$ cat config.mk
export PLATFORM = sky130hd
export DESIGN_NAME = dpgs_div_cell
export DESIGN_NICKNAME = d
export VERILOG_FILES = /design/src/rtl/core/dpgs_pkg.sv /design/src/rtl/core/dpgs_div_cell.sv
export SDC_FILE = /design/constraint.sdc
export NUM_CORES = 1
export LEC_CHECK = 0
export ABC_AREA = 0
export CAP_MARGIN = 10
export CORE_AREA = 2 2 224 226
export DETAILED_ROUTE_END_ITERATION = 16
export DIE_AREA = 0 0 226 228
export DONT_BUFFER_PORTS = 1
export PLACE_DENSITY = 0.43
export SETUP_SLACK_MARGIN = 0.3
export SYNTH_ARGS = -nofsm -noshare
export SYNTH_HDL_FRONTEND = slang
export SYNTH_SLANG_ARGS = --single-unit
$ cat constraint.sdc
create_clock -name clock -period 3.6 [get_ports clock]
set_input_delay 0.72 -clock clock [delete_from_list [all_inputs] [get_ports clock]]
set_output_delay 0.72 -clock clock [all_outputs]
set_load 0.02 [all_outputs]
$ cat src/rtl/core/dpgs_pkg.sv
package dpgs_pkg;

   // Request payload: one point and its gradient.
   typedef struct packed {
      logic signed [31:0] pos_x;
      logic signed [31:0] pos_y;
      logic signed [31:0] grad_x;
      logic signed [31:0] grad_y;
      logic               last_point;
   } req_type;

   // Response payload: the updated point.
   typedef struct packed {
      logic signed [31:0] new_x;
      logic signed [31:0] new_y;
      logic               was_clamped;
      logic               last_out;
   } rsp_type;

   // Per-point data that rides along the square root and divider chains.
   typedef struct packed {
      logic signed [31:0] mx;
      logic signed [31:0] my;
      logic               clamped;
      logic               last;
      logic               neg_x;
      logic               neg_y;
   } tag_type;

   // Register indexes of the configuration port.
   localparam logic [1:0] CSR_STEP     = 2'd0;
   localparam logic [1:0] CSR_CENTER_X = 2'd1;
   localparam logic [1:0] CSR_CENTER_Y = 2'd2;
   localparam logic [1:0] CSR_RADIUS   = 2'd3;

   localparam int ROOT_BITS = 32;
   localparam int QUO_BITS  = 31;

   // Saturate a wide signed value to 32 signed bits.
   function automatic logic signed [31:0] sat32(input logic signed [64:0] v);
      logic signed [31:0] r;
      if (v > 65'sd2147483647) begin
         r = 32'sh7fffffff;
      end else if (v < -65'sd2147483648) begin
         r = 32'sh80000000;
      end else begin
         r = v[31:0];
      end
      return r;
   endfunction

endpackage

$ cat src/rtl/core/dpgs_div_cell.sv
module dpgs_div_cell #(
   parameter int STEP = 0
) (
   input  logic              clock,
   input  logic              reset,
   input  logic              en,
   input  logic              valid_i,
   input  dpgs_pkg::tag_type tag_i,
   input  logic [31:0]       den_i,
   input  logic [30:0]       numx_i,
   input  logic [30:0]       numy_i,
   input  logic [31:0]       remx_i,
   input  logic [31:0]       remy_i,
   input  logic [30:0]       qx_i,
   input  logic [30:0]       qy_i,
   output logic              valid_o,
   output dpgs_pkg::tag_type tag_o,
   output logic [31:0]       den_o,
   output logic [30:0]       numx_o,
   output logic [30:0]       numy_o,
   output logic [31:0]       remx_o,
   output logic [31:0]       remy_o,
   output logic [30:0]       qx_o,
   output logic [30:0]       qy_o
);
   import dpgs_pkg::*;

   logic        valid_ff;
   tag_type     tag_ff;
   logic [31:0] den_ff;
   logic [30:0] numx_ff, numy_ff, qx_ff, qy_ff, qx_in, qy_in;
   logic [31:0] remx_ff, remy_ff, remx_in, remy_in;
   logic [32:0] tx, ty;

   // One restoring step for each coordinate; the shared divisor is the norm.
   always_comb begin
      tx = {remx_i, numx_i[30 - STEP]};
      ty = {remy_i, numy_i[30 - STEP]};
      if (tx >= {1'b0, den_i}) begin
         remx_in = 32'(tx - {1'b0, den_i});
         qx_in   = {qx_i[29:0], 1'b1};
      end else begin
         remx_in = tx[31:0];
         qx_in   = {qx_i[29:0], 1'b0};
      end
      if (ty >= {1'b0, den_i}) begin
         remy_in = 32'(ty - {1'b0, den_i});
         qy_in   = {qy_i[29:0], 1'b1};
      end else begin
         remy_in = ty[31:0];
         qy_in   = {qy_i[29:0], 1'b0};
      end
   end

   always_ff @(posedge clock) begin
      if (reset) begin
         valid_ff <= 1'b0;
      end else if (en) begin
         valid_ff <= valid_i;
      end
   end

   always_ff @(posedge clock) begin
      if (en) begin
         tag_ff  <= tag_i;
         den_ff  <= den_i;
         numx_ff <= numx_i;
         numy_ff <= numy_i;
         remx_ff <= remx_in;
         remy_ff <= remy_in;
         qx_ff   <= qx_in;
         qy_ff   <= qy_in;
      end
   end

   assign valid_o = valid_ff;
   assign tag_o   = tag_ff;
   assign den_o   = den_ff;
   assign numx_o  = numx_ff;
   assign numy_o  = numy_ff;
   assign remx_o  = remx_ff;
   assign remy_o  = remy_ff;
   assign qx_o    = qx_ff;
   assign qy_o    = qy_ff;

endmodule

# --- Word level (Yosys, flattened, before mapping) ---
# Cells that the tools add are included.
word_totals:
  reg_bits: 289
  latch_bits: 0
  ramBits: 0
  romBits: 0
  input_bits: 292
  n_memories: 0
op_classes:
  addsub: 2
  n_mul: 0
  div: 0
  n_lt_le_gt_ge: 2
  eq_ne: 0
  shift: 0
  muxes: 4
  n_bitwise: 0
  reduce_logical: 0
ops:
  columns: ["operator", "count"]
  rows:
  - ["$ge A33 B32 Y1", 2]
  - ["$mux W32", 2]
  - ["$sub A32 B32 Y32", 2]
  - ["$mux W1", 2]

# --- Longest topological paths before layout ---
logic_depth:
  word_depth: 2
  depth_mapped: 14

# --- Worst setup path after synthesis ---
# Ideal clock, no wire load.
synth_timing:
  kind: "input to register"
  from: "in den_i[17]"
  to: "reg remx_ff[14] (netlist: remx_o[14]) (data pin)"
  t_arrival_ns: 2.891
  slack_ns: 0.449
  path_stages: 11
  path_buffers: 0
  cell_sequence: "inv_1 ha_1 and3_1 nand4_1 or3_1 o41a_1 and3_1 a21oi_2 nand2_2 inv_2 mux2_2"
synth_via:
  elab_chain_cells: 2
synth_lines:
  columns: ["element", "line_no", "rtl"]
  rows:
  - ["start, declared", "dpgs_div_cell.sv:9", "input logic [31:0] den_i,"]
  - ["$ge A33 B32 Y1", "dpgs_div_cell.sv:39", "if (tx >= {1'b0, den_i}) begin"]
  - ["$mux W32", "dpgs_div_cell.sv:39", null]
  - ["named net remx_in[14]", "dpgs_div_cell.sv:32", "logic [31:0] remx_ff, remy_ff, remx_in, remy_in;"]
  - ["end signal, assigned", "dpgs_div_cell.sv:69", "remx_ff <= remx_in;"]
  - ["end, declared", "dpgs_div_cell.sv:32", null]
# The timed path passes the listed nets, and every way through them passes these cells.
# A chain may end at the register's enable or synchronous reset.

# --- Worst setup path after layout ---
layout_timing:
  from: "in numx_i[30]"
  to: "reg remx_ff[26] (netlist: remx_o[26]) (data pin)"
layout_via:
  elab_chain_cells: 2
layout_lines:
  columns: ["element", "line_no", "rtl"]
  rows:
  - ["start, declared", "dpgs_div_cell.sv:10", "input logic [30:0] numx_i,"]
  - ["$sub A32 B32 Y32 / $ge A33 B32 Y1 (equally long branches)", "dpgs_div_cell.sv:40, dpgs_div_cell.sv:39", null]
  - ["$mux W32 *", "dpgs_div_cell.sv:39", null]
  - ["named net remx_in[26]", "dpgs_div_cell.sv:32", null]
# The timed path passes the listed nets; every way through them passes the cells marked *.

==> impl_metrics.csv <==
group,metric,value,unit
clocking,worst_skew_pair.late_latency,570,ps
sta,timing.final.crit_period,2950,ps
die,pin_count,581,
detailed_routing,vias,7830,
clocking,cts_num_sinks,289,
yosys,synth_seq_cells,289,
clocking,cts_tree,"built",
sta,rsz0062_at_grt,"no",
yosys,syn_area,0.0129,mm^2
die,die_width,226,um
power_and_ir_drop,power.switching,2500,uW
sta,final_max_slew_viol_count,0,
sta,finalCritPeriodShare,81.8,%
worst_setup_path,crit_arrival,3280,ps
layout,mostFrequentLayoutCells,"288 x edfxtp_1, 97 x nand2_1, 70 x o21ai_0",
yosys,synth-edff-count,288,
power_and_ir_drop,power.density,598,mW/mm^2
yosys,synth_area_per_cell,13.5,um^2
yosys,synth_flop_cell,"edfxtp_1",
die,dieArea,0.0515,mm^2
yosys,yosys.area.top_type,"edfxtp_1",
sta,setup-tns-final,0,ps
clocking,clockBufferDepth,3,
clocking,htreeDepth,1,
clocking,path_clk_slew,60,ps
detailed_routing,routed_via_density,4.60,
yosys,synthDistinctLibCells,55,
detailed_routing,ant_nets,0,
yosys,syn-num-nets,1311,
clocking,holdBufCountCts,0,
clocking,cts_resized,0,
sta,worstMarginPinSlew,993,ps
power_and_ir_drop,clkPwrFrac,36.6,%
status,status,"completed",
die,initial_core_util,26.1,%
clocking,clock-root-buffer,"clkbuf_16",
placed_design,port_buffers,0,
flow_run,cap_viol_max_count,0,
clocking,cts_buffers,31,
detailed_routing,drt_iter0_drc,372,
power_and_ir_drop,seqPwrFrac,52.8,%
sta,fmax,0.339,GHz
layout,num-fill-cells,4943,
grt,grt_max_degree,290,
grt,grt_pass1_vias,8023,
layout,drive_gt1_share,11.6,%
yosys,ys_async_sr_fraction,0,%
grt,overflow,0,
grt,antenna_found_initial,6,
die,core_area,0.0493,mm^2
sta,setup_viol,0,
placed_design,gp_congestion,0.844,
yosys,synth-seq-area-share,67.4,%
worst_setup_path,critPathCaptureType,"register",
layout,mostFrequentLayoutCell,"edfxtp_1",
die,dieHeight,228,um
power_and_ir_drop,intPower,6470,uW
detailed_routing,drt_pass1_iterations,6,
detailed_routing,drc,0,
sta,finalHoldViolCount,0,
worst_setup_path,startpoint_type,"input port",
power_and_ir_drop,p_leak,0.00555,uW
worst_setup_path,critPathRequiredTime,3930,ps
grt,grt_first_pass_wirelength,56.0,mm
grt,track_usage,14.9,%
clocking,postCtsSetupBuffers,0,
yosys,yosys-top-cells-area,"edfxtp_1 67%, ha_1 6.2%, nand2_1 2.8%",
sta,skew,0,ps
layout,syn_to_final_growth,16.7,%
hold_path,hold_path.class,"input port to register",
detailed_routing,finalWirelength,40.7,mm
worst_setup_path,worst-path-max-fanout,3,
yosys,synthCells,953,
worst_setup_path,crit_type,"input port to register",
detailed_routing,avgRoutedWirePerCell,23.9,um
power_and_ir_drop,ir_worst_vdd,336,uV
power_and_ir_drop,p_comb_share,10.6,%
sta,slew-limit-headroom,33.8,%
layout,nNetsFinal,1366,
yosys,yosysTopAreaCellShare,67.3,%
placed_design,dp_hpwl,32.2,mm
power_and_ir_drop,switching_share,27.9,%
die,rows,82,
yosys,yosysWarnings,0,
layout,final_core_util,30.4,%
==> path summary, 6_finish.rpt <==
check                                     startpoint              endpoint  slack (ps)  cells after the start
worst min register to register  valid_o$_SDFFE_PP0P_  valid_o$_SDFFE_PP0P_         630                      2
worst max-delay path                      numx_i[30]  remx_o[26]$_DFFE_PP_         650                     14
worst max register to register  valid_o$_SDFFE_PP0P_  valid_o$_SDFFE_PP0P_        2840                      2
worst min-delay path                           reset  valid_o$_SDFFE_PP0P_         220                      1
==> synth_stat cells (6+ instances only) <==
master      n
edfxtp_1  288
nand2_1    97
o21ai_0    70
a21oi_1    64
ha_1       64
inv_1      55
xor2_1     30
nor2_1     29
xnor2_1    26
a21o_1     25
nand3_1    25
clkbuf_1   20
o21ai_1    17
nand4_1    15
o21bai_1   13
a31oi_1     9
and3_1      9
nor2b_1     9
nor3_1      7
and2_1      6
mux2_2      6
nand2b_1    6
o211ai_1    6
==> stage by stage <==
stage	instance area (um^2)	hold slack, ps	worst slack (ps)	total power [uW]	std cells
6_report	15000	218	654	8970	1703
3_5_place_dp	14000	619	68.2	5770	1647
4_1_cts	15000	170	678	9120	1702
2_1_floorplan	12900	579	449	5370	953
5_1_grt	15000	181	490	9350	1703
3_3_place_gp	14000	598	46.3	5780	1647
==> final cells by class <==
type                    count  area [um^2]  share of cell area [%]
diodes                      1         2.50                  0.0167
multi-input cells         580         3850                    25.7
clock inverters            22          259                    1.73
clock buffers              33          783                    5.22
flip-flops and latches    289         8670                    57.8
repair buffers             50          388                    2.59
inverters                  56          210                    1.40
well taps                 672          841                    5.60
==> layer usage <==
metal	part of all wire [%]	global-route usage [%]
met1	34	14.6
met2	53	28.6
met3	9.9	6.16
met4	2.2	3.95
met5	0.12	0
==> sequential cells by signal (all words and copies together), names as in the netlist <==
name / cells
remx_o: 32
remy_o: 32
qy_o: 31
den_o: 32
numx_o: 31
tag_o: 68
valid_o: 1
qx_o: 31
numy_o: 31
==> power by group through the flow <==
stage | Clock, uW | Combinational [uW] | Sequential (uW)
2_1_floorplan | 0 | 669 | 4700
3_3_place_gp | 0 | 955 | 4830
3_5_place_dp | 0 | 954 | 4820
4_1_cts | 3410 | 964 | 4750
5_1_grt | 3510 | 1070 | 4770
6_report | 3280 | 952 | 4740
==> worst max-delay path: stages <==
cell and delay, ps:
inv_1 40, ha_1 180, fa_1 250, nand2b_1 120
a21oi_1 70, buf_4 150, a21o_1 180, a21oi_1 200
o21ai_0 120, buf_4 150, a311oi_1 600, a31oi_1 200
xnor2_1 200, o21ai_1 90
==> cells by family after synthesis <==
family / after synthesis / share of synthesized area, %
DFF: 289 / 67.4
muxes: 8 / 0.681
and+or+nand+nor: 212 / 7.63
xor gates and xnor gates: 56 / 3.82
buffers and inverters: 84 / 2.68
adders and majority gates: 66 / 6.54
AOI/OAI and AO/OA: 238 / 11.2
Power figures use the tool's default switching activity.
