===== config.mk =====
export PLATFORM = sky130hd
export DESIGN_NAME = dpgs_sqrt_cell
export DESIGN_NICKNAME = d
export VERILOG_FILES = /design/src/rtl/core/dpgs_pkg.sv /design/src/rtl/core/dpgs_sqrt_cell.sv
export SDC_FILE = /design/constraint.sdc
export NUM_CORES = 1
export LEC_CHECK = 0
export BUFFER_PORTS_ARGS = -buffer_cell sky130_fd_sc_hd__clkbuf_2
export CORE_AREA = 2 2 252 254
export DETAILED_ROUTE_END_ITERATION = 12
export DIE_AREA = 0 0 254 256
export GPL_ROUTABILITY_DRIVEN = 0
export GPL_TIMING_DRIVEN = 1
export MAX_ROUTING_LAYER = met4
export PLACE_DENSITY_LB_ADDON = 0.08
export SETUP_SLACK_MARGIN = 0.3
export SYNTH_ARGS = -nofsm -noshare
export SYNTH_HDL_FRONTEND = slang
export SYNTH_SLANG_ARGS = --single-unit

===== constraint.sdc =====
create_clock -name clock -period 7.24 [get_ports clock]
set_input_delay 1.448 -clock clock [delete_from_list [all_inputs] [get_ports clock]]
set_output_delay 1.448 -clock clock [all_outputs]
set_load 0.1 [all_outputs]

===== src/rtl/core/dpgs_pkg.sv =====
package dpgs_pkg;

   // Request payload: one point and its gradient.
   typedef struct packed {
      logic signed [31:0] pos_x;
      logic signed [31:0] pos_y;
      logic signed [31:0] grad_x;
      logic signed [31:0] grad_y;
      logic               last_point;
   } req_type;

   // Response payload: the updated point.
   typedef struct packed {
      logic signed [31:0] new_x;
      logic signed [31:0] new_y;
      logic               was_clamped;
      logic               last_out;
   } rsp_type;

   // Per-point data that rides along the square root and divider chains.
   typedef struct packed {
      logic signed [31:0] mx;
      logic signed [31:0] my;
      logic               clamped;
      logic               last;
      logic               neg_x;
      logic               neg_y;
   } tag_type;

   // Register indexes of the configuration port.
   localparam logic [1:0] CSR_STEP     = 2'd0;
   localparam logic [1:0] CSR_CENTER_X = 2'd1;
   localparam logic [1:0] CSR_CENTER_Y = 2'd2;
   localparam logic [1:0] CSR_RADIUS   = 2'd3;

   localparam int ROOT_BITS = 32;
   localparam int QUO_BITS  = 31;

   // Saturate a wide signed value to 32 signed bits.
   function automatic logic signed [31:0] sat32(input logic signed [64:0] v);
      logic signed [31:0] r;
      if (v > 65'sd2147483647) begin
         r = 32'sh7fffffff;
      end else if (v < -65'sd2147483648) begin
         r = 32'sh80000000;
      end else begin
         r = v[31:0];
      end
      return r;
   endfunction

endpackage


===== src/rtl/core/dpgs_sqrt_cell.sv =====
module dpgs_sqrt_cell #(
   parameter int K = 0
) (
   input  logic              clock,
   input  logic              reset,
   input  logic              en,
   input  logic              valid_i,
   input  dpgs_pkg::tag_type tag_i,
   input  logic [61:0]       mulx_i,
   input  logic [61:0]       muly_i,
   input  logic [63:0]       rem_i,
   input  logic [63:0]       root_i,
   output logic              valid_o,
   output dpgs_pkg::tag_type tag_o,
   output logic [61:0]       mulx_o,
   output logic [61:0]       muly_o,
   output logic [63:0]       rem_o,
   output logic [63:0]       root_o
);
   import dpgs_pkg::*;

   localparam logic [63:0] BIT = 64'd1 << (62 - 2 * K);

   logic        valid_ff;
   tag_type     tag_ff;
   logic [61:0] mulx_ff, muly_ff;
   logic [63:0] rem_ff, rem_in, root_ff, root_in;
   logic [63:0] trial;

   // One digit of the bitwise square root recurrence.
   always_comb begin
      trial = root_i + BIT;
      if (rem_i >= trial) begin
         rem_in  = rem_i - trial;
         root_in = (root_i >> 1) + BIT;
      end else begin
         rem_in  = rem_i;
         root_in = root_i >> 1;
      end
   end

   always_ff @(posedge clock) begin
      if (reset) begin
         valid_ff <= 1'b0;
      end else if (en) begin
         valid_ff <= valid_i;
      end
   end

   always_ff @(posedge clock) begin
      if (en) begin
         tag_ff  <= tag_i;
         mulx_ff <= mulx_i;
         muly_ff <= muly_i;
         rem_ff  <= rem_in;
         root_ff <= root_in;
      end
   end

   assign valid_o = valid_ff;
   assign tag_o   = tag_ff;
   assign mulx_o  = mulx_ff;
   assign muly_o  = muly_ff;
   assign rem_o   = rem_ff;
   assign root_o  = root_ff;

endmodule


# == Yosys cells after proc, flatten, opt, wreduce, memory -nomap -nowiden ==
# Index checks and enable logic that the tools add are counted.
# W data, S select, Z words.
# totals
regBits,321
in_bits,324
output_inout_bits,321
# classes
add_sub_neg,3
n_mux,2
magnitude_cmp,1
# ops
cell,n
$add A63 B63 Y64 const B,1
$add A64 B63 Y64 const B,1
$ge A64 B64 Y1,1
$mux W64,1
$sub A64 B64 Y64,1
$mux W63,1

# == Logic depth before layout (Yosys ltp) ==
# Gate-level depths: netlist of the first run.
# logic_depth
word_depth,3
depth_mapped,15

# == Worst setup path before layout of the first run ==
# Ideal clock, no wire load.
# synth_timing
path_kind,input to register
startpoint,input rem_i[0]
endpoint,register rem_ff[62] (netlist: rem_o[62]) (data pin)
setup_slack_ps,3196
required_time_ps,6971
t_arrival_ps,3775
path_buffers,1
setup_time_ps,269
path_stages,14
path_cell_list,inv_1 ha_1 fa_1 nor2b_1 o21a_1 o211ai_2 a31o_2 nand2_2 a311oi_2 a31oi_4 nor2_4 buf_6 nor4bb_1 nor4_2
# synth_between
elab_chain_len,2
word_cells_on_any_way,3
# synth_lines
item,line_no,source
"start, declared",dpgs_sqrt_cell.sv:11,"input logic [63:0] rem_i,"
$sub A64 B64 Y64 or $ge A64 B64 Y1 (tied branches),"dpgs_sqrt_cell.sv:34, dpgs_sqrt_cell.sv:33",
$mux W64 *,dpgs_sqrt_cell.sv:33,if (rem_i >= trial) begin
named net rem_in[62],dpgs_sqrt_cell.sv:27,"logic [63:0] rem_ff, rem_in, root_ff, root_in;"
"end signal, assigned",dpgs_sqrt_cell.sv:55,rem_ff <= rem_in;
"end, declared",dpgs_sqrt_cell.sv:27,
# Mark *: on every way through the listed nets, which the timed path passes. The rest lies on a longest branch.
# A chain may end at the register's enable or synchronous reset.

# == Worst setup path after layout of the first run ==
# layout_timing
startpoint,input root_i[2]
endpoint,register rem_ff[4] (netlist: rem_o[4]) (data pin)
# layout_between
elab_chain_len,3
word_cells_on_any_way,4
# layout_lines
item,line_no,source
"start, declared",dpgs_sqrt_cell.sv:12,"input logic [63:0] root_i,"
$add A64 B63 Y64 *,dpgs_sqrt_cell.sv:32,trial = root_i + BIT;
$sub A64 B64 Y64 or $ge A64 B64 Y1 (tied branches),"dpgs_sqrt_cell.sv:34, dpgs_sqrt_cell.sv:33",
$mux W64 *,dpgs_sqrt_cell.sv:33,
named net rem_in[4],dpgs_sqrt_cell.sv:27,
# Marked as above.

==> impl_metrics.ini, run 1 <==
[run_status]
status = finished clean

[global_route]
grt_antenna_before_repair = 12
grt_pass1_vias = 11600
grt.total_usage_pct = 17.5
grt_max_degree = 96
grt_pass1_wl_um = 80600
overflow = 0

[detailed_routing]
drtIter0Drc = 532
dr.pass1.iters = 5
wl_met3_um = 4350
top_layer = met4
wl_met2_um = 28900
ant_nets = 0
wire_per_inst_um = 21.6
met1Wirelength_um = 22900
drc_errors = 0
vias = 11300
drt-vias-per-instance = 4.27
totalWireLength_um = 57200

[timing]
rsz0062_at_grt = false
timing.fmax_ghz = 0.223
maxSlewHeadroom_pct = 30.7
fin_crit_sh_pct = 61.9
setup_viol = 0
tns_ns = 0
whs_ns = 0.502
worst-slew-pin-transition_ns = 1.04
hold_viol = 0
slew_viol_final = 0
skew_ns = 0
finalCriticalPeriod_ns = 4.48

[critical_path]
start_kind = input pin
r2r_slack_ns = 6.66
rr_endpoint = valid_o
r2r_cells = 2
cp_max_fo = 35
r2r-start = valid_o
crit_type = input pin to register
arrival_ns = 4.79
cp_data_required_time_ns = 7.54
critPathCaptureType = register

[layout]
layout.area.seq_sq_um = 9630
fillCellCount = 6546
mostFrequentLayoutCell = clkbuf_2
multi_input_area_sq_um = 4420
nNetsFinal = 2153
drive_gt1_share_pct = 40.5
mostFrequentLayoutCells = 643 x clkbuf_2, 320 x edfxtp_1, 106 x nand2_1
area_delta_synth_final_pct = 38.2
fin_util_pct = 32.2

[placed_design]
numPortBuffers = 644
hpwl_um = 46300

[worst_hold_path]
holdPathEnd = valid_o
min_from = valid_o
hold_path_class = register to register
min_path_cells = 2

[yosys]
syn_area_per_cell_sq_um = 13.1
async_flop_share_pct = 0
synth_area_sq_um = 14500
ys_seq_elements = 321
synth_edf_count = 320
synth_cells = 1107
ys_types = 65
yosysSeqAreaShare_pct = 66.3
synth_top_flop_cell = edfxtp_1
yosys_warnings = 0
synth_fp_nets = 1496

[clocking]
cts.repair.resized = 0
cts_setup_buffers = 0
clk_latency_ns = 0.56
cts_made_buffers = 42
cts-htree-levels = 2
holdBufCountCts = 0
path_clk_slew_ns = 0.06
clockBufferDepth = 3
cts_root_buffer = clkbuf_16
clock-sinks = 321
cts_tree = yes

[job]
drv_cap = 0

[die]
initial_utilization_pct = 23.3
fp.dieH_um = 256
die_w_um = 254
die_area_sq_um = 65000
std_cell_rows = 92
core_sq_um = 62400
num_io_pins = 645

[power_and_ir_drop]
powerDensity_nw_per_um2 = 321
max-vdd-ir-drop_uv = 159
leakagePower_nw = 8.86
[worst max path at each step]
stage | to | cells past startpoint | start | slack (ns)
6_report | rem_o[4] | 13 | root_i[2] | 2.76
5_1_grt | rem_o[4] | 13 | root_i[19] | 2.42
4_1_cts | rem_o[4] | 13 | root_i[2] | 2.61
3_5_place_dp | rem_o[4] | 13 | root_i[2] | 2.00
3_3_place_gp | rem_o[38] | 12 | root_i[31] | 2.06
2_1_floorplan | rem_o[62] | 14 | rem_i[0] | 3.20
[metrics by stage]
step	setup slack [ns]	instance area, sq um	power (W)	instances
floorplan	3.20	14500	0.00398	1107
global placement	2.06	18700	0.00446	2566
detailed placement	2.00	18700	0.00445	2566
CTS	2.61	20000	0.00656	2642
global route	2.42	20100	0.00671	2654
finish	2.76	20100	0.00645	2654
[logic make-up (layout without fill, tap and decap cells)]
family / after synthesis / count (layout) / synth area share [%]
muxes: 7 / 7 / 0.525
and+or+nand+nor: 236 / 236 / 7.79
DFF: 321 / 321 / 66.3
adders and majority gates: 65 / 65 / 5.65
AOI/OAI and AO/OA: 303 / 303 / 13.0
buffers and inverters: 117 / 806 / 3.26
other: 0 / 12 / 0
xor gates and xnor gates: 58 / 58 / 3.50
[cell usage after synthesis, drive strengths merged, types with 7 or more instances]
library cell / count / share of area, %
a21o: 45 / 2.3
a21oi: 86 / 3.0
a31oi: 8 / 0.49
buf: 17 / 0.68
clkbuf: 20 / 0.52
edfxtp: 320 / 66
ha: 64 / 5.5
inv: 80 / 2.1
nand2: 107 / 2.8
nand3: 9 / 0.31
nand4: 24 / 1.0
nor2: 39 / 1.1
nor2b: 8 / 0.34
nor3: 15 / 0.52
o211ai: 7 / 0.40
o21a: 9 / 0.47
o21ai: 93 / 3.2
o21bai: 21 / 1.1
xnor2: 33 / 2.0
xor2: 25 / 1.5
[state kept, by name (all words and copies together) (netlist names)]
register / flops
root_o: 64
muly_o: 62
mulx_o: 62
valid_o: 1
tag_o: 68
rem_o: 64
[routing by layer]
layer / track usage, % / vias up
met5: - / -
met4: 4.20 / 0
met3: 5.84 / 63
met2: 30.1 / 386
met1: 19.3 / 5405
li1: - / 5482
[power by group]
| group | internal, W | switching, W |
|---|---|---|
| Sequential | 0.00226 | 0.0000483 |
| Combinational | 0.000352 | 0.00174 |
| Clock | 0.00122 | 0.000826 |
| Total | 0.00383 | 0.00262 |
[final cells by class]
type                    instances  area share, %
clock buffers                  56           5.70
inverters                      80           1.50
clock inverters                20          0.997
multi-input cells             669           22.0
diodes                         12          0.150
well taps                     846           5.27
flip-flops and latches        321           48.0
repair buffers                650           16.4
[worst max-delay path: stages]
cell and delay [ns]:
clkbuf_2 0.10, inv_1 0.04, ha_1 0.34, nor2b_1 0.16, o21a_1 0.19, o211ai_2 0.19
a31o_2 0.22, nand2_2 0.11, a311oi_2 0.55, a31oi_4 0.21, nor2_4 0.41, buf_4 0.42
mux2_2 0.38
Note: power is estimated with default switching activity, not from simulation.
==> inputs of run 2 (changes only) <==
- clock period: 7.24 -> 4.4 ns (I/O delays scaled with it)
==> run 2 against run 1 <==
Net effect:
- count of clock-buffer cells in the layout is the same
- combinational power grew 67%
- worst setup slack lost 1.9 ns
- register-to-register slack lost 2.8 ns
- final cell count grew 0.90%
- core utilization grew 0.39 points
- design area grew 1.2%
- global-route usage shrank 0.069 points
- clock skew is the same
- sequential share of layout area shrank 0.57 points
- worst hold slack lost 0.019 ns
- wire length shrank 0.61%
- largest power group unchanged
- highest routed layer unchanged
==> impl_metrics.ini, run 2 (same netlist as run 1, synthesis figures left out) <==
[run_status]
status = finished clean

[critical_path]
cp_data_required_time_ns = 4.72
arrival_ns = 3.83
critPathCaptureType = register
cp_max_fo = 30
crit_type = input pin to register
start_kind = input pin

[clocking]
holdBufCountCts = 0
clk_latency_ns = 0.55
cts_setup_buffers = 0
cts_tree = yes
cts-htree-levels = 2
clockBufferDepth = 3
cts.repair.resized = 0
clock-sinks = 321
cts_made_buffers = 41
cts_root_buffer = clkbuf_16
path_clk_slew_ns = 0.06

[timing]
fin_crit_sh_pct = 79.8
tns_ns = 0
finalCriticalPeriod_ns = 3.51
timing.fmax_ghz = 0.285
fin_ws_ns = 0.887
skew_ns = 0
setup_viol = 0
hold_viol = 0
worst-slew-pin-transition_ns = 0.721
maxSlewHeadroom_pct = 52.1
rsz0062_at_grt = false
slew_viol_final = 0

[power_and_ir_drop]
leakagePower_nw = 9.00
power_frac_comb_pct = 32.4
p_switching_w = 0.00431
switching_share_pct = 40.1
powerDensity_nw_per_um2 = 528
pwr-share-seq_pct = 35.4
p_clk_share_pct = 32.2
max-vdd-ir-drop_uv = 292
internal_power_w = 0.00642

[detailed_routing]
vias = 11400
totalWireLength_um = 56900
drt-vias-per-instance = 4.26
wl_met2_um = 28200
wl_met3_um = 5360
top_layer = met4
met1Wirelength_um = 22200
drc_errors = 0
wire_per_inst_um = 21.2
ant_nets = 0
dr.pass1.iters = 5
drtIter0Drc = 467

[placed_design]
numPortBuffers = 644
dp_slack_ns = 0.291
hpwl_um = 46100

[global_route]
grt.total_usage_pct = 17.4
grt_antenna_before_repair = 18
grt_pass1_vias = 11600
overflow = 0
grt_pass1_wl_um = 80600
grt_max_degree = 97

[layout]
multi_input_area_sq_um = 4420
nNetsFinal = 2174
area_delta_synth_final_pct = 39.9
layout.area.seq_sq_um = 9630
mostFrequentLayoutCells = 643 x clkbuf_2, 320 x edfxtp_1, 106 x nand2_1
drive_gt1_share_pct = 41.5
fillCellCount = 6563
largest_reg_flops = 68
mostFrequentLayoutCell = clkbuf_2

[die]
die_w_um = 254
fp.dieH_um = 256
core_sq_um = 62400
initial_utilization_pct = 23.3
num_io_pins = 645
die_area_sq_um = 65000
std_cell_rows = 92

[worst_hold_path]
hold_path_class = input pin to register

[job]
drv_cap = 0
## run 2: cell types whose count changed in the layout (fill, tap and decap cells not counted), moves of 3 or more
cell and change:
clkbuf_8 +3, inv_6 +4, clkinv_1 -5, buf_4 +18
buf_12 +4, diode_2 +5
## run 2: power by group through the flow
stage	clock, W	sequential (W)	combinational [W]
3_5_place_dp	0	0.00386	0.00351
2_1_floorplan	0	0.00592	0.000620
4_1_cts	0.00360	0.00380	0.00351
5_1_grt	0.00371	0.00382	0.00364
3_3_place_gp	0	0.00386	0.00352
6_report	0.00346	0.00379	0.00348
## run 2: metrics by stage
stage	instance area (sq um)	util, %	total power, W	cells	hold WS [ns]
floorplan	14500	-	0.00654	1107	0.952
global placement	18900	30.3	0.00737	2588	0.483
detailed placement	18900	30.3	0.00736	2588	0.491
CTS	20300	32.5	0.0109	2661	0.445
global route	20300	32.6	0.0112	2678	0.453
finish	20300	32.6	0.0107	2678	0.483
## run 2: area by class of cell
cell class                      instances  area share, %
Sequential cell                       321           47.4
Inverter                               80           1.48
Clock buffer                           56           5.57
Clock inverter                         17           1.11
Timing Repair Buffer                  672           17.3
Antenna cell                           17          0.209
Multi-Input combinational cell        669           21.8
Tap cell                              846           5.21
## run 2: layer usage
layer | global-route usage (%) | up-vias
li1 | - | 5526
met1 | 19.1 | 5432
met2 | 29.4 | 399
met3 | 6.82 | 57
met4 | 4.20 | 0
met5 | - | -
## run 2: worst paths after layout
check           start         to  slack [ns]  cells past startpoint
max          rem_i[0]  rem_o[43]        0.89                     14
min             reset    valid_o        0.48                      2
max reg2reg   valid_o    valid_o        3.82                      2
min reg2reg   valid_o    valid_o        0.50                      2
## run 2: critical path: stages
cell and delay, ns:
clkbuf_2 0.08, inv_1 0.06, ha_1 0.20, fa_1 0.23
nor2b_1 0.06, o21a_1 0.19, o211ai_2 0.17, a31o_2 0.21
nand2_2 0.10, a311oi_2 0.56, a31oi_4 0.16, nor2_4 0.32
buf_12 0.23, mux2_2 0.35
==> inputs of run 3 (changes only) <==
- clock period: 4.4 -> 3.6 ns (I/O delays scaled with it)
==> run 3 against run 2 <==
Net effect:
- clock power increased by 19%
- global-route usage decreased by 0.16 points
- first-iteration DRC count increased by 33%
- design area increased by 3.6%
- die area unchanged
- worst setup slack got worse by 0.42 ns
- wire length decreased by 0.66%
- critical path depth increased by 1
- sequential power increased by 22%
- via count increased by 2.6%
- sequential share of layout area decreased by 1.6 points
- critical path type unchanged
- largest power group unchanged
==> impl_metrics.ini, run 3 (same netlist as run 1, synthesis figures left out) <==
[run_status]
status = finished clean

[placed_design]
hpwl_um = 46300
numPortBuffers = 644
dp_slack_ns = -0.281
placed_cells = 2685

[critical_path]
cp_data_required_time_ns = 3.91
rr_endpoint = valid_o
cp_top_family = compound AO/OA/AOI/OAI gates
crit_buf_inv = 3
arrival_ns = 3.44
critPathCaptureType = register
crit_type = input pin to register
cp_max_fo = 4
r2r_cells = 2
r2r-start = valid_o
start_kind = input pin
crit_chain = clkbuf_2 -> inv_1 -> ha_1 -> fa_1 -> nor2b_1 -> o21a_1 -> o211ai_2 -> a31o_2 -> nand2_2 -> a311oi_2 -> buf_4 -> o211ai_1 -> a41oi_1 -> xor2_1 -> o21ai_0
r2r_slack_ns = 3.01
crit_slowest_cell = o211ai_1
max_stage_delay_ns = 0.50

[global_route]
grt_pass1_vias = 12000
grt_max_degree = 76
grt_antenna_before_repair = 16
grt.total_usage_pct = 17.2
grt_pass1_wl_um = 80200
overflow = 0

[timing]
skew_ns = 0
fin_crit_sh_pct = 87.1
worst-slew-pin-transition_ns = 0.752
timing.fmax_ghz = 0.319
maxSlewHeadroom_pct = 50.1
finalCriticalPeriod_ns = 3.14
hold_viol = 0
fin_ws_ns = 0.463
rsz0062_at_grt = false
slew_viol_final = 0
setup_viol = 0

[layout]
final_cells = 2772
mostFrequentLayoutCell = clkbuf_2
fillCellCount = 6451
nNetsFinal = 2270
drive_gt1_share_pct = 44.4
largest_reg_flops = 68
layout.area.seq_sq_um = 9630
multi_input_area_sq_um = 4440
mostFrequentLayoutCells = 643 x clkbuf_2, 320 x edfxtp_1, 117 x buf_4
area_delta_synth_final_pct = 44.9

[power_and_ir_drop]
leakagePower_nw = 9.45
max-vdd-ir-drop_uv = 311
p_total_w = 0.0131
powerDensity_nw_per_um2 = 624

[detailed_routing]
wire_per_inst_um = 20.4
totalWireLength_um = 56500
ant_nets = 0
drtIter0Drc = 619
drt-vias-per-instance = 4.22
drc_errors = 0
dr.pass1.iters = 5
vias = 11700

[die]
std_cell_rows = 92
die_area_sq_um = 65000
initial_utilization_pct = 23.3
core_sq_um = 62400
num_io_pins = 645
die_w_um = 254
fp.dieH_um = 256

[job]
drv_cap = 0

[clocking]
holdBufCountCts = 0
clockBufferDepth = 3
path_clk_slew_ns = 0.06
cts_tree = yes
cts_made_buffers = 40
cts_root_buffer = clkbuf_16
cts-htree-levels = 2
clk_latency_ns = 0.56
clock-sinks = 321

[worst_hold_path]
holdPathEnd = valid_o
hold_path_class = input pin to register
min_from = reset
min_path_cells = 2
[run 3: cell count changes in the layout (fill, tap and decap cells not counted), moves of 2 or more]
cell	delta
o21ai_1	+2
o21ai_0	-2
clkbuf_8	-5
clkinv_1	+6
clkbuf_1	-5
buf_4	+94
buf_12	+3
[run 3: per-stage QoR]
step / utilization [%] / TNS [ns] / hold slack, ns / instance area (sq um)
floorplan: - / 0 / 0.792 / 14500
global placement: 31.5 / -1.25 / 0.480 / 19700
detailed placement: 31.5 / -2.60 / 0.498 / 19700
CTS: 33.6 / 0 / 0.263 / 21000
global route: 33.7 / 0 / 0.273 / 21000
finish: 33.7 / 0 / 0.306 / 21000
[run 3: how the worst max path moves through the flow]
stage | from | end | depth (start not counted) | slack [ns]
finish | rem_i[0] | rem_o[60] | 15 | 0.46
global route | rem_i[0] | rem_o[60] | 15 | 0.30
CTS | root_i[3] | rem_o[63] | 15 | 0.32
detailed placement | root_i[3] | rem_o[63] | 15 | -0.28
global placement | root_i[3] | rem_o[51] | 15 | -0.16
floorplan | root_i[2] | rem_o[16] | 12 | 0.30
[run 3: repair_timing]
item                                    in CTS  in global routing
gates resized for setup                      0                  4
buffers inserted                             0                  0
endpoints found under the setup margin       0                 29
[run 3: layout make-up]
| type | instances | area share, % |
|---|---|---|
| diodes | 16 | 0.190 |
| clock inverters | 26 | 1.39 |
| well taps | 846 | 5.03 |
| flip-flops and latches | 321 | 45.7 |
| multi-input cells | 669 | 21.1 |
| inverters | 80 | 1.43 |
| clock buffers | 45 | 4.84 |
| repair buffers | 769 | 20.3 |
[run 3: metal layers]
layer | track usage, % | share of wire [%]
met2 | 29.1 | 50
met3 | 6.26 | 8.7
met4 | 4.90 | 2.4
met5 | - | 0
met1 | 18.9 | 39
[run 3: report_power, final]
group / internal, W / leakage (nW) / total, W / switching [W]
sequential: 0.00454 / 3.14 / 0.00463 / 0.0000987
combinational: 0.000875 / 5.67 / 0.00440 / 0.00353
clock: 0.00242 / 0.639 / 0.00411 / 0.00169
